File: config.mk
export PLATFORM = sky130hd
export DESIGN_NAME = pfs_addr_unit
export DESIGN_NICKNAME = d
export VERILOG_FILES = /design/src/rtl/core/pfs_pkg.sv /design/src/rtl/core/pfs_addr_unit.sv
export SDC_FILE = /design/constraint.sdc
export NUM_CORES = 1
export LEC_CHECK = 0
export ABC_AREA = 1
export BUFFER_PORTS_ARGS = -buffer_cell sky130_fd_sc_hd__buf_2
export CAP_MARGIN = 5
export CORE_ASPECT_RATIO = 0.6
export CORE_MARGIN = 2
export CORE_UTILIZATION = 58
export CTS_CLUSTER_DIAMETER = 100
export CTS_CLUSTER_SIZE = 24
export DETAILED_ROUTE_END_ITERATION = 6
export PLACE_DENSITY = 0.81
export REMOVE_ABC_BUFFERS = 1
export SETUP_SLACK_MARGIN = 0.05
export SYNTH_ARGS = -nofsm -noshare
export SYNTH_HDL_FRONTEND = slang
export SYNTH_SLANG_ARGS = --single-unit
File: constraint.sdc
create_clock -name clock -period 10.6 [get_ports clock]
set_input_delay 2.65 -clock clock [delete_from_list [all_inputs] [get_ports clock]]
set_output_delay 2.65 -clock clock [all_outputs]
set_load 0.005 [all_outputs]
File: src/rtl/core/pfs_pkg.sv
package pfs_pkg;

   // Default store geometry
   localparam int PFS_MAX_WIDTH  = 128;
   localparam int PFS_MAX_HEIGHT = 64;

   // Register reset values
   localparam logic [7:0] CFG_WIDTH_RST  = 8'd128;
   localparam logic [7:0] CFG_HEIGHT_RST = 8'd64;

   // Register indexes
   localparam logic CSR_WIDTH  = 1'b0;
   localparam logic CSR_HEIGHT = 1'b1;

   // Operation codes
   localparam logic [2:0] MODE_INIT    = 3'd0;
   localparam logic [2:0] MODE_CLEAR   = 3'd1;
   localparam logic [2:0] MODE_PIXEL   = 3'd2;
   localparam logic [2:0] MODE_DIRTY   = 3'd3;
   localparam logic [2:0] MODE_SERVICE = 3'd4;

   // Status codes
   localparam logic [1:0] ST_OK      = 2'd0;
   localparam logic [1:0] ST_BAD_CFG = 2'd1;
   localparam logic [1:0] ST_REJECT  = 2'd2;

   // Bus bytes
   localparam logic [7:0] CMD_PREFIX      = 8'h00;
   localparam logic [7:0] DATA_PREFIX     = 8'h40;
   localparam logic [7:0] CMD_DISPLAY_OFF = 8'hae;
   localparam logic [7:0] CMD_ADDR_MODE   = 8'h20;
   localparam logic [7:0] CMD_HORIZONTAL  = 8'h00;
   localparam logic [7:0] CMD_DISPLAY_ON  = 8'haf;
   localparam logic [7:0] CMD_PAGE_BASE   = 8'hb0;
   localparam logic [7:0] CMD_COL_LOW     = 8'h00;
   localparam logic [7:0] CMD_COL_HIGH    = 8'h10;

   localparam logic [3:0] BYTES_PER_RESULT = 4'd8;
   localparam logic [3:0] CMD_BYTES        = 4'd2;
   localparam logic [1:0] INIT_CMD_LAST    = 2'd3;
   localparam logic [1:0] SVC_CMD_LAST     = 2'd2;

   typedef struct packed {
      logic [2:0] mode;
      logic [7:0] pixel_x;
      logic [7:0] pixel_y;
      logic       pixel_on;
   } req_item_type;

   typedef struct packed {
      logic [1:0]  status;
      logic        dirty_now;
      logic [3:0]  byte_count;
      logic [63:0] payload;
      logic        transfer_start;
      logic        last;
   } rsp_item_type;

   // Command byte of the init sequence or of the page header
   function automatic logic [7:0] cmd_byte(input logic is_init, input logic [1:0] idx,
                                           input logic [7:0] page);
      logic [7:0] res;
      res = CMD_PREFIX;
      if (is_init) begin
         case (idx)
            2'd0:    res = CMD_DISPLAY_OFF;
            2'd1:    res = CMD_ADDR_MODE;
            2'd2:    res = CMD_HORIZONTAL;
            default: res = CMD_DISPLAY_ON;
         endcase
      end else begin
         case (idx)
            2'd0:    res = CMD_PAGE_BASE + page;
            2'd1:    res = CMD_COL_LOW;
            default: res = CMD_COL_HIGH;
         endcase
      end
      return res;
   endfunction

endpackage

File: src/rtl/core/pfs_addr_unit.sv
module pfs_addr_unit #(
   parameter int PAGE_W = 3,
   parameter int ADDR_W = 10
) (
   input  logic              clock,
   input  logic              start,
   input  logic [PAGE_W-1:0] page,
   input  logic [7:0]        col,
   input  logic [7:0]        width,
   output logic [ADDR_W-1:0] result
);
   import pfs_pkg::*;

   localparam int SUM_W = PAGE_W + 9;

   logic [SUM_W-1:0]  sum_wide;
   logic [ADDR_W-1:0] result_ff;
   logic [ADDR_W-1:0] result_in;

   // byte address = page * width + column
   always_comb begin
      sum_wide  = SUM_W'(page) * SUM_W'(width) + SUM_W'(col);
      result_in = ADDR_W'(sum_wide);
   end

   always_ff @(posedge clock) begin
      if (start) begin
         result_ff <= result_in;
      end
   end

   assign result = result_ff;

endmodule

==> summary.md, run 1 <==
| Metric | Value |
|---|---|
| Status | complete, no violations |
| Clk sinks | 10 |
| Via count | 1092 |
| Syn Inst Count | about 180 |
| WL per Instance | 9.99 um |
| Commonest non-fill, non-tap cells in the layout | inv_1 (66), nand2_1 (56), buf_2 (30), fa_1 (13), ha_1 (13) |
| Final HPWL DP | 2.13 mm |
| Setup_tns | 0 ps |
| Final period util | 48.0% |
| Worst hold endpoint | result[0]$_DFFE_PP_ |
| Syn Area/Cell | around 7.3 um^2 |
| Initial Util | 61.6% |
| Seq. cell area | 300 um^2 |
| GP Congestion | roughly 0.87 |
| Initial antenna violation count | 0 |
| Post-route ant nets | 0 |
| Synth unique cells | 17 |
| DRC viols | 0 |
| Fillers | about 170 |
| Slew headroom | a little over four fifths |
| Synth area leaders | edfxtp_1 (23%), fa_1 (20%), inv_1 (19%) |
| IO Pins | 31 |
| Clk buf depth | 2 |
| Die height | 41.1 um |
| Nets | 262 |
| I/O Buffers | 30 |
| #FFs+latches synth | 10 |
| Multi-input logic area | 766 um^2 |
| Max reg flops | 10 |
| Min cycle time layout | around 5100 ps |
| Post-CTS sizing | 0 |
| Count of pins over their slew limit | 0 |
| Ant. Diodes | 0 |
| Ys Warns | 0 |
| Hold Fails Final Rpt | 0 |
| Post-CTS Setup Inserts | 0 |
| Largest net degree at the start of global routing | 11 |
| Slew @ Worst Pin | 225 ps |
| Cell taking the most area after synthesis | edfxtp_1 |
| GRT overflow | 0 |
| Total Wirelength | 2.44 mm |
| Req. time, crit path | ~11000 ps |
| HP Start | col[0] |
| CTS tree | yes |
| Register area share after synthesis | 22.5% |
| Die width | 65.9 um |
| Worst setup EP type | flop |
| RSZ-0062 raised after global routing | no |
| Synth-to-layout area growth | 16.3% |
| Vias per Instance | between 4 and 5 |
| Synthesized area | 1330 um^2 |
| Clock slew seen by the registers of the worst setup and hold paths | 50 ps |
| Full die area | approximately 2700 um^2 |
| TritonCTS buffer count | 3 |
| Maxcap violations | 0 |
| Max VDD drop | 72.0 uV |
| Pre-antenna DRT Iters | 5 |
| Layout cells sized above 1 | a little under a fifth |
| Hold-fix buffers at CTS | 0 |
| GR Util All Layers | around a fifth |
| CTS H-tree depth | 1 |
| Data arrival time of the worst path | ~5100 ps |
| CP startpoint kind | input port |
| Standby leakage power | 1.02 nW |
| Pre-CTS setup slack | ~5300 ps |
| Kind of critical path | input port to flop |
| Post-synth top area share | roughly 23% |
| Root Buffer | clkbuf_8 |
| Commonest non-fill, non-tap cell in the layout | inv_1 |
| First-pass GRT wire length | 4.07 mm |
| Hold Path Depth | 2 |
| Final WS setup | 5510 ps |
| Hold WC Path Type | input port to flop |
| Endpoints failing setup | 0 |
| Pwr dens | roughly 130 nW/um^2 |
| Rows | 13 |
| Vias in the first global route | between 1000 and 1500 |
| Core area | roughly 2200 um^2 |
| Critical Path Fanout Max | 8 |
| Fmax | 0.196 GHz |
| Initial drt markers | 50 |
[worst max-delay path by stage]
stage	startpoint	to	slack, ps	depth (start not counted)
finish	page[2]	result[7]$_DFFE_PP_	5510	13
global route	page[2]	result[9]$_DFFE_PP_	5410	13
CTS	page[2]	result[9]$_DFFE_PP_	5520	13
detailed placement	page[2]	result[9]$_DFFE_PP_	5270	13
global placement	page[2]	result[9]$_DFFE_PP_	5400	13
floorplan	width[0]	result[9]$_DFFE_PP_	5680	12
[metrics by stage]
step	area (um^2)	hold slack, ps	instances	utilization [%]	total power [mW]
2_1_floorplan	1320	2760	180	-	0.136
3_3_place_gp	1510	2970	240	69.6	0.164
3_5_place_dp	1510	2970	240	69.6	0.168
4_1_cts	1550	2730	244	71.7	0.209
5_1_grt	1550	2740	244	71.7	0.228
6_report	1550	2730	244	71.7	0.207
[area by class of cell]
class	instances	share of cell area, %
multi-input combinational	103	49.4
sequential	10	19.4
inverter	67	16.2
timing repair buffer	30	9.69
clock buffer	3	2.66
tap	30	2.42
clock inverter	1	0.242
[cells by family (layout without fill, tap and decap cells)]
| family | Yosys count | in the layout | share of synthesized area, % |
|---|---|---|---|
| and+or+nand+nor | 72 | 72 | 22.4 |
| DFF | 10 | 10 | 22.5 |
| AOI/OAI and AO/OA | 2 | 2 | 1.31 |
| adders and majority gates | 26 | 26 | 31.7 |
| buffers and inverters | 70 | 101 | 20.0 |
| xor gates and xnor gates | 3 | 3 | 1.97 |
[per-layer routing]
metal  vias to the layer above  part of all wire (%)  GRT usage (%)
met2                        27                    49           39.9
met3                         2                   5.2           4.95
met5                         -                     0              0
met4                         0                  0.37           3.13
met1                       487                    46           25.0
li1                        576                     -              -
[cells in the mapped netlist]
library cell	number
inv_1	66
nand3b_1	1
inv_2	1
nand3_2	1
ha_1	13
or2_1	1
nor2_1	3
edfxtp_1	10
xor2_1	1
nand2_1	56
fa_1	13
clkbuf_1	2
nand3_1	7
a21oi_2	2
buf_4	1
nand2_2	3
xnor2_1	2
[critical path, stage by stage]
cell      delay, ps
buf_2           170
nand2_1         110
fa_1            550
inv_1            50
fa_1            530
inv_1            70
fa_1            470
inv_1            70
nand2_1          50
nand2_2          80
nand3b_1        120
nand3_1         100
nand2_1          60
[report_power, final]
part           internal [mW]  switching, mW
Sequential            0.0595        0.00201
Clock                 0.0253         0.0142
Combinational         0.0442         0.0619
Power figures use the tool's default switching activity.
==> inputs of run 2 (changes only) <==
- ABC_AREA: 1 -> 0
- CORE_UTILIZATION: 58 -> 53
- PLACE_DENSITY: 0.81 -> 0.76
- clock period: 10.6 -> 5.24 ns (I/O delays scaled with it)
==> run 2 against run 1 <==
  * Sequential power is 110% higher
  * Clock-buffer cell count stayed put
  * Global-route usage is 3.5 points lower
  * Via count is 22% lower
  * Total power is 96% higher
  * Synthesized area is 10% lower
  * First-iteration DRC count is 4.0% higher
  * Largest power group unchanged
==> summary.md, run 2 <==
| Metric | Value |
|---|---|
| Slew headroom | 78.6% (-6.4 points) |
| Worst setup EP type | flop |
| Fmax | roughly 0.25 GHz |
| Post-CTS Setup Inserts | 0 (unchanged) |
| Switching pwr | 0.135 mW (+72%) |
| Die height | 40.8 um (-0.75%) |
| Nets | 204 (-22%) |
| Kind of critical path | input port to flop |
| Pwr dens | 284 nW/um^2 (+110%) |
| Syn Inst Count | 122 (-33%) |
| Vias per Instance | 4.62 (+3.3%) |
| Async SR Flop Fraction | 0% (unchanged) |
| Pint | 0.271 mW (+110%) |
| Max VDD drop | 91.9 uV (+28%) |
| I/O Buffers | 30 (unchanged) |
| GP Congestion | 0.749 (-14%) |
| Sw frac | 33.2% (-4.5 points) |
| CP startpoint kind | input port |
| Clock power frac | 18.2% (-0.9 points) |
| Full die area | 2670 um^2 (-1.5%) |
| Post-synth top cells | inv_1 (30), and2_1 (20), fa_1 (13), ha_1 (13), edfxtp_1 (10) |
| Die width | 65.4 um (-0.79%) |
| Data arrival time of the worst path | 3940 ps (-1140 ps) |
| WL per Instance | 10.5 um (+4.9%) |
| Seq pwr share | 31.5% (+1.8 points) |
| Post-route ant nets | 0 (unchanged) |
| Min cycle time layout | a little under 4000 ps |
| #FFs+latches synth | 10 (unchanged) |
| GR Util All Layers | 17.2% (-3.5 points) |
| Final WS setup | 1280 ps (-4230 ps) |
| Ys flop type | edfxtp_1 |
| Clock slew seen by the registers of the worst setup and hold paths | 40 ps (about the same) |
| CP max-delay cell | fa_1 |
| Req. time, crit path | 5220 ps (-5370 ps) |
| Hold_ws | 1420 ps (-1310 ps) |
| Fillers | 204 (+19%) |
| Vias in the first global route | 769 (-23%) |
| DRT met1 WL | 967 um (-13%) |
| Endpoints failing setup | 0 (unchanged) |
| HP Start | col[0] |
| Total Wirelength | 1.94 mm (-20%) |
| IO Pins | 31 (unchanged) |
| Post-synth top area share | 25.1% (+2.5 points) |
| Final HPWL DP | 1.78 mm (-16%) |
| Maxcap violations | 0 (unchanged) |
| Hold WC Path Type | input port to flop |
| Initial drt markers | 52 (+4.0%) |
| Setup_tns | 0 ps (unchanged) |
| Clk sinks | 10 (unchanged) |
| Most common cell in the netlist | inv_1 |
| TritonCTS buffer count | 3 (unchanged) |
| Ant. Diodes | 0 (unchanged) |
| CP max stage delay | 530 ps (-20 ps) |
| Crit. Startpoint | page[2] |
| Rows | 13 (unchanged) |
| Largest net degree at the start of global routing | 11 (unchanged) |
| Max Used Layer | met4 |
| Via count | 855 (-22%) |
| Max reg flops | 10 (unchanged) |
| Commonest non-fill, non-tap cells in the layout | inv_1 (30), buf_2 (30), and2_1 (20), fa_1 (13), ha_1 (13) |
| Number of synthesized flops with an enable pin | 10 (unchanged) |
| Critical Path Fanout Max | 8 (unchanged) |
| Ys Warns | 0 (unchanged) |
| First-pass GRT wire length | 3.30 mm (-19%) |
| Initial Util | 55.8% (-5.8 points) |
| Syn Area/Cell | 9.81 um^2 (+35%) |
| Status | complete, no violations |
| Placed cells | 182 (-24%) |
| CTS H-tree depth | 1 (unchanged) |
| Core area | 2150 um^2 (-0.75%) |
| Hold-fix buffers at CTS | 0 (unchanged) |
| Pre-CTS setup slack | 1050 ps (-4230 ps) |
| Root Buffer | clkbuf_8 |
| GRT overflow | 0 (unchanged) |
| DR WL met2 | 822 um (-31%) |
| Layout cells sized above 1 | 22.6% (+3.9 points) |
| Standby leakage power | 0.730 nW (-29%) |
| CTS tree | yes |
| Register area share after synthesis | 25.1% (+2.5 points) |
| DRC viols | 0 (unchanged) |
| Count of pins over their slew limit | 0 (unchanged) |
| Layout Cells excl Fill | 185 (-24%) |
| RSZ-0062 raised after global routing | no |
| Hold Fails Final Rpt | 0 (unchanged) |
| Synthesized area | 1200 um^2 (-10%) |
| Final period util | 75.6% |
| Synth-to-layout area growth | 19.1% |
| Pre-antenna DRT Iters | 2 (-3) |
| Clk buf depth | 2 (unchanged) |
| Combinational power share | 50.3% (-0.9 points) |
| Slew @ Worst Pin | 319 ps (+93.8 ps) |
| Synth area leaders | edfxtp_1 (25%), fa_1 (22%), ha_1 (14%) |
| CP cell instances | buf_2 > and2_1 > fa_1 > inv_1 > fa_1 > inv_1 > ha_1 > a21oi_2 > nand2_1 > a221o_1 > a211o_1 |
| Synth unique cells | 25 (+8) |
| WL met3 | 113 um (-11%) |
| Initial antenna violation count | 0 (unchanged) |
| Cell taking the most area after synthesis | edfxtp_1 |
| Post-CTS sizing | 0 (unchanged) |
| Util after Layout | 66.4% (-5.2 points) |
-- run 2: changes by cell type after synthesis, moves of 2 or more --
| cell | delta |
|---|---|
| nand2_1 | -49 |
| inv_1 | -36 |
| and2_1 | +20 |
| nand3_1 | -6 |
| xnor2_1 | +5 |
| a21oi_1 | +3 |
| nand2_2 | -3 |
| clkbuf_1 | -2 |
| nor2_1 | -2 |
| nor3_1 | +2 |
| o21ai_0 | +2 |
-- run 2: per-layer routing --
metal / vias up / global-route usage [%]
met3: 5 / 3.30
met1: 372 / 22.4
met4: 0 / 7.81
li1: 452 / -
met5: - / 0
met2: 26 / 29.3
-- run 2: layout make-up --
class	instances	area (um^2)	area share (%)
Tap cell	30	37.5	2.63
Timing Repair Buffer	30	150	10.5
Sequential cell	10	300	21.1
Clock buffer	3	41.3	2.89
Multi-Input combinational cell	82	785	55.0
Inverter	30	113	7.89
-- run 2: path summary, 6_finish.rpt --
check | end | slack, ps | depth (start not counted)
max | result[8]$_DFFE_PP_ | 1280 | 11
min | result[0]$_DFFE_PP_ | 1420 | 2
-- run 2: power by group through the flow --
stage | clock [mW] | combinational, mW | sequential [mW]
after floorplan | 0 | 0.138 | 0.135
after global placement | 0 | 0.197 | 0.129
after detailed placement | 0 | 0.205 | 0.129
after CTS | 0.0757 | 0.206 | 0.128
after global routing | 0.0791 | 0.233 | 0.130
final | 0.0738 | 0.204 | 0.128
-- run 2: cells by family (layout without fill, tap and decap cells) --
| logic type | count (synthesis) | count (layout) | share of synthesized area [%] |
|---|---|---|---|
| and+or+nand+nor | 34 | 34 | 16.1 |
| buffers and inverters | 30 | 63 | 9.40 |
| adders and majority gates | 26 | 26 | 35.3 |
| AOI/OAI and AO/OA | 14 | 14 | 8.26 |
| DFF | 10 | 10 | 25.1 |
| xor gates and xnor gates | 8 | 8 | 5.85 |
-- run 2: worst max-delay path, delay by kind of cell --
| family | cells | cell delay, ps |
|---|---|---|
| adders and majority gates | 3 | 1380 |
| buffers and inverters | 3 | 230 |
| AOI/OAI and AO/OA | 3 | 750 |
| and+or+nand+nor | 2 | 260 |
-- run 2: stage by stage --
| stage | total power, mW | area, um^2 |
|---|---|---|
| after floorplan | 0.272 | 1200 |
| after global placement | 0.326 | 1390 |
| after detailed placement | 0.334 | 1390 |
| after CTS | 0.410 | 1430 |
| after global routing | 0.442 | 1430 |
| final | 0.405 | 1430 |
==> inputs of run 3 (changes only) <==
- ABC_AREA: 0 -> 1
- CORE_UTILIZATION: 53 -> 49
- PLACE_DENSITY: 0.76 -> 0.73
- clock period: 5.24 -> 3.6 ns (I/O delays scaled with it)
==> run 3 against run 2 <==
  * Setup slack worse by 1000 ps
  * Highest routed layer is now met3
  * Sequential share of layout area down 1.7 points
  * Global-route usage shrank 1.3 points
  * Utilization fell by 5.3 points
  * Final cell count increased by 33%
  * Total power is 48% higher
  * Routed wire length grew 10%
  * Critical path depth is 2 higher
  * Via count up 26%
  * Combinational power rose by 49%
  * Die area grew 19%
==> summary.md, run 3 (synthesis gave the netlist of run 1 again) <==
| Metric | Value |
|---|---|
| Status | complete, no violations |
| Endpoints failing setup | 0 (unchanged) |
| RSZ-0062 raised after global routing | no |
| Core area | 2540 um^2 (+18%) |
| GP Congestion | 0.799 (+6.7%) |
| Slew headroom | 85.1% (+6.5 points) |
| DR WL met2 | 867 um (+5.5%) |
| Count of pins over their slew limit | 0 (unchanged) |
| Fmax | between 0.3 and 0.4 GHz |
| Max Used Layer | met3 |
| Die width | 71.3 um (+9.1%) |
| First-pass GRT wire length | 4.04 mm (+22%) |
| CTS tree | yes |
| Placed Area | 1510 um^2 (+8.9%) |
| Hold Fails Final Rpt | 0 (unchanged) |
| IO Pins | 31 (unchanged) |
| Setup_tns | 0 ps (unchanged) |
| Hold WC Path Type | input port to flop |
| Initial antenna violation count | 0 (unchanged) |
| Total power | 0.599 mW (+48%) |
| Pwr dens | 386 nW/um^2 (+36%) |
| CP max-delay cell | fa_1 |
| Final period util | just over 90% |
| Clk buf depth | 2 (unchanged) |
| Final HPWL DP | 1.87 mm (+5.2%) |
| GRT overflow | 0 (unchanged) |
| Data arrival time of the worst path | 3310 ps (-630 ps) |
| Commonest non-fill, non-tap cells in the layout | inv_1 (66), nand2_1 (56), buf_2 (30), fa_1 (13), ha_1 (13) |
| Layout cells sized above 1 | 18.7% (-3.9 points) |
| Die height | 44.4 um (+8.8%) |
| Post-route ant nets | 0 (unchanged) |
| Synth-to-layout area growth | 16.5% |
| Worst setup EP type | flop |
| Slew @ Worst Pin | 223 ps (-95.8 ps) |
| Max VDD drop | 182 uV (+98%) |
| Total Wirelength | 2.13 mm (+10%) |
| Clock slew seen by the registers of the worst setup and hold paths | 50 ps (about the same) |
| CTS H-tree depth | 1 (unchanged) |
| CP cell instances | buf_2 > nand2_1 > fa_1 > inv_1 > fa_1 > inv_1 > fa_1 > inv_1 > nand2_1 > nand2_2 > nand3_1 > nand3_1 > nand2_1 |
| WL met3 | 161 um (+42%) |
| Hold-fix buffers at CTS | 0 (unchanged) |
| DRC viols | 0 (unchanged) |
| Largest net degree at the start of global routing | 11 (unchanged) |
| Initial Util | 52.5% (-3.3 points) |
| Post-CTS sizing | 0 (unchanged) |
| Root Buffer | clkbuf_8 |
| Pre-antenna DRT Iters | 4 (+2) |
| GR Util All Layers | 15.9% (-1.3 points) |
| Critical Path Fanout Max | 8 (unchanged) |
| Maxcap violations | 0 (unchanged) |
| Fillers | 217 (+6.4%) |
| CP max stage delay | 540 ps (about the same) |
| Worst path bufs/invs | 4 (+1) |
| DRT met1 WL | 1.10 mm (+14%) |
| Max reg flops | 10 (unchanged) |
| CP startpoint kind | input port |
| Commonest non-fill, non-tap cell in the layout | inv_1 |
| TritonCTS buffer count | 3 (unchanged) |
| Clk sinks | 10 (unchanged) |
| Vias per Instance | 4.39 (-5.0%) |
| Standby leakage power | 1.02 nW (+40%) |
| Largest delay share family, worst path | adder cells |
| Min cycle time layout | approximately 3300 ps |
| Kind of critical path | input port to flop |
| Req. time, crit path | 3580 ps (-1640 ps) |
| Design Area, Final | 1550 um^2 (+8.9%) |
| WL per Instance | 8.67 um (-17%) |
| I/O Buffers | 30 (unchanged) |
| Ant. Diodes | 0 (unchanged) |
| Post-CTS Setup Inserts | 0 (unchanged) |
| Nets | 262 (+28%) |
| Vias in the first global route | 1015 (+32%) |
| Initial drt markers | 39 (-25%) |
| Rows | 14 (+1) |
| Via count | 1080 (+26%) |
| Full die area | 3170 um^2 (+19%) |
==> run 3: final timing paths <==
| check | from | endpoint | slack [ps] | cells past startpoint |
|---|---|---|---|---|
| setup / recovery | page[2] | result[9]$_DFFE_PP_ | 280 | 13 |
| hold / removal | col[0] | result[0]$_DFFE_PP_ | 970 | 2 |
==> run 3: layout make-up <==
class                           instances  area (um^2)  share of cell area (%)
Clock buffer                            3         41.3                    2.66
Clock inverter                          1         3.75                   0.242
Multi-Input combinational cell        103          766                    49.3
Timing Repair Buffer                   30          150                    9.67
Sequential cell                        10          300                    19.3
Inverter                               67          251                    16.2
Tap cell                               32         40.0                    2.58
==> run 3: power breakdown <==
group	switching (mW)	leakage [nW]	internal, mW
logic	0.175	0.902	0.128
registers	0.00633	0.0977	0.175
clock network	0.0397	0.0231	0.0744
==> run 3: metrics by stage <==
stage,std cells,hold WS (ps),setup slack [ps],utilization [%]
global route,246,972,136,61.1
floorplan,180,1010,425,-
CTS,246,973,281,61.1
detailed placement,242,1210,41.6,59.4
finish,246,973,275,61.1
global placement,242,1210,137,59.4
==> run 3: routing by layer <==
layer	vias up	global-route usage (%)
li1	578	-
met1	466	23.4
met2	36	25.4
met3	0	4.33
met4	0	0
met5	-	0
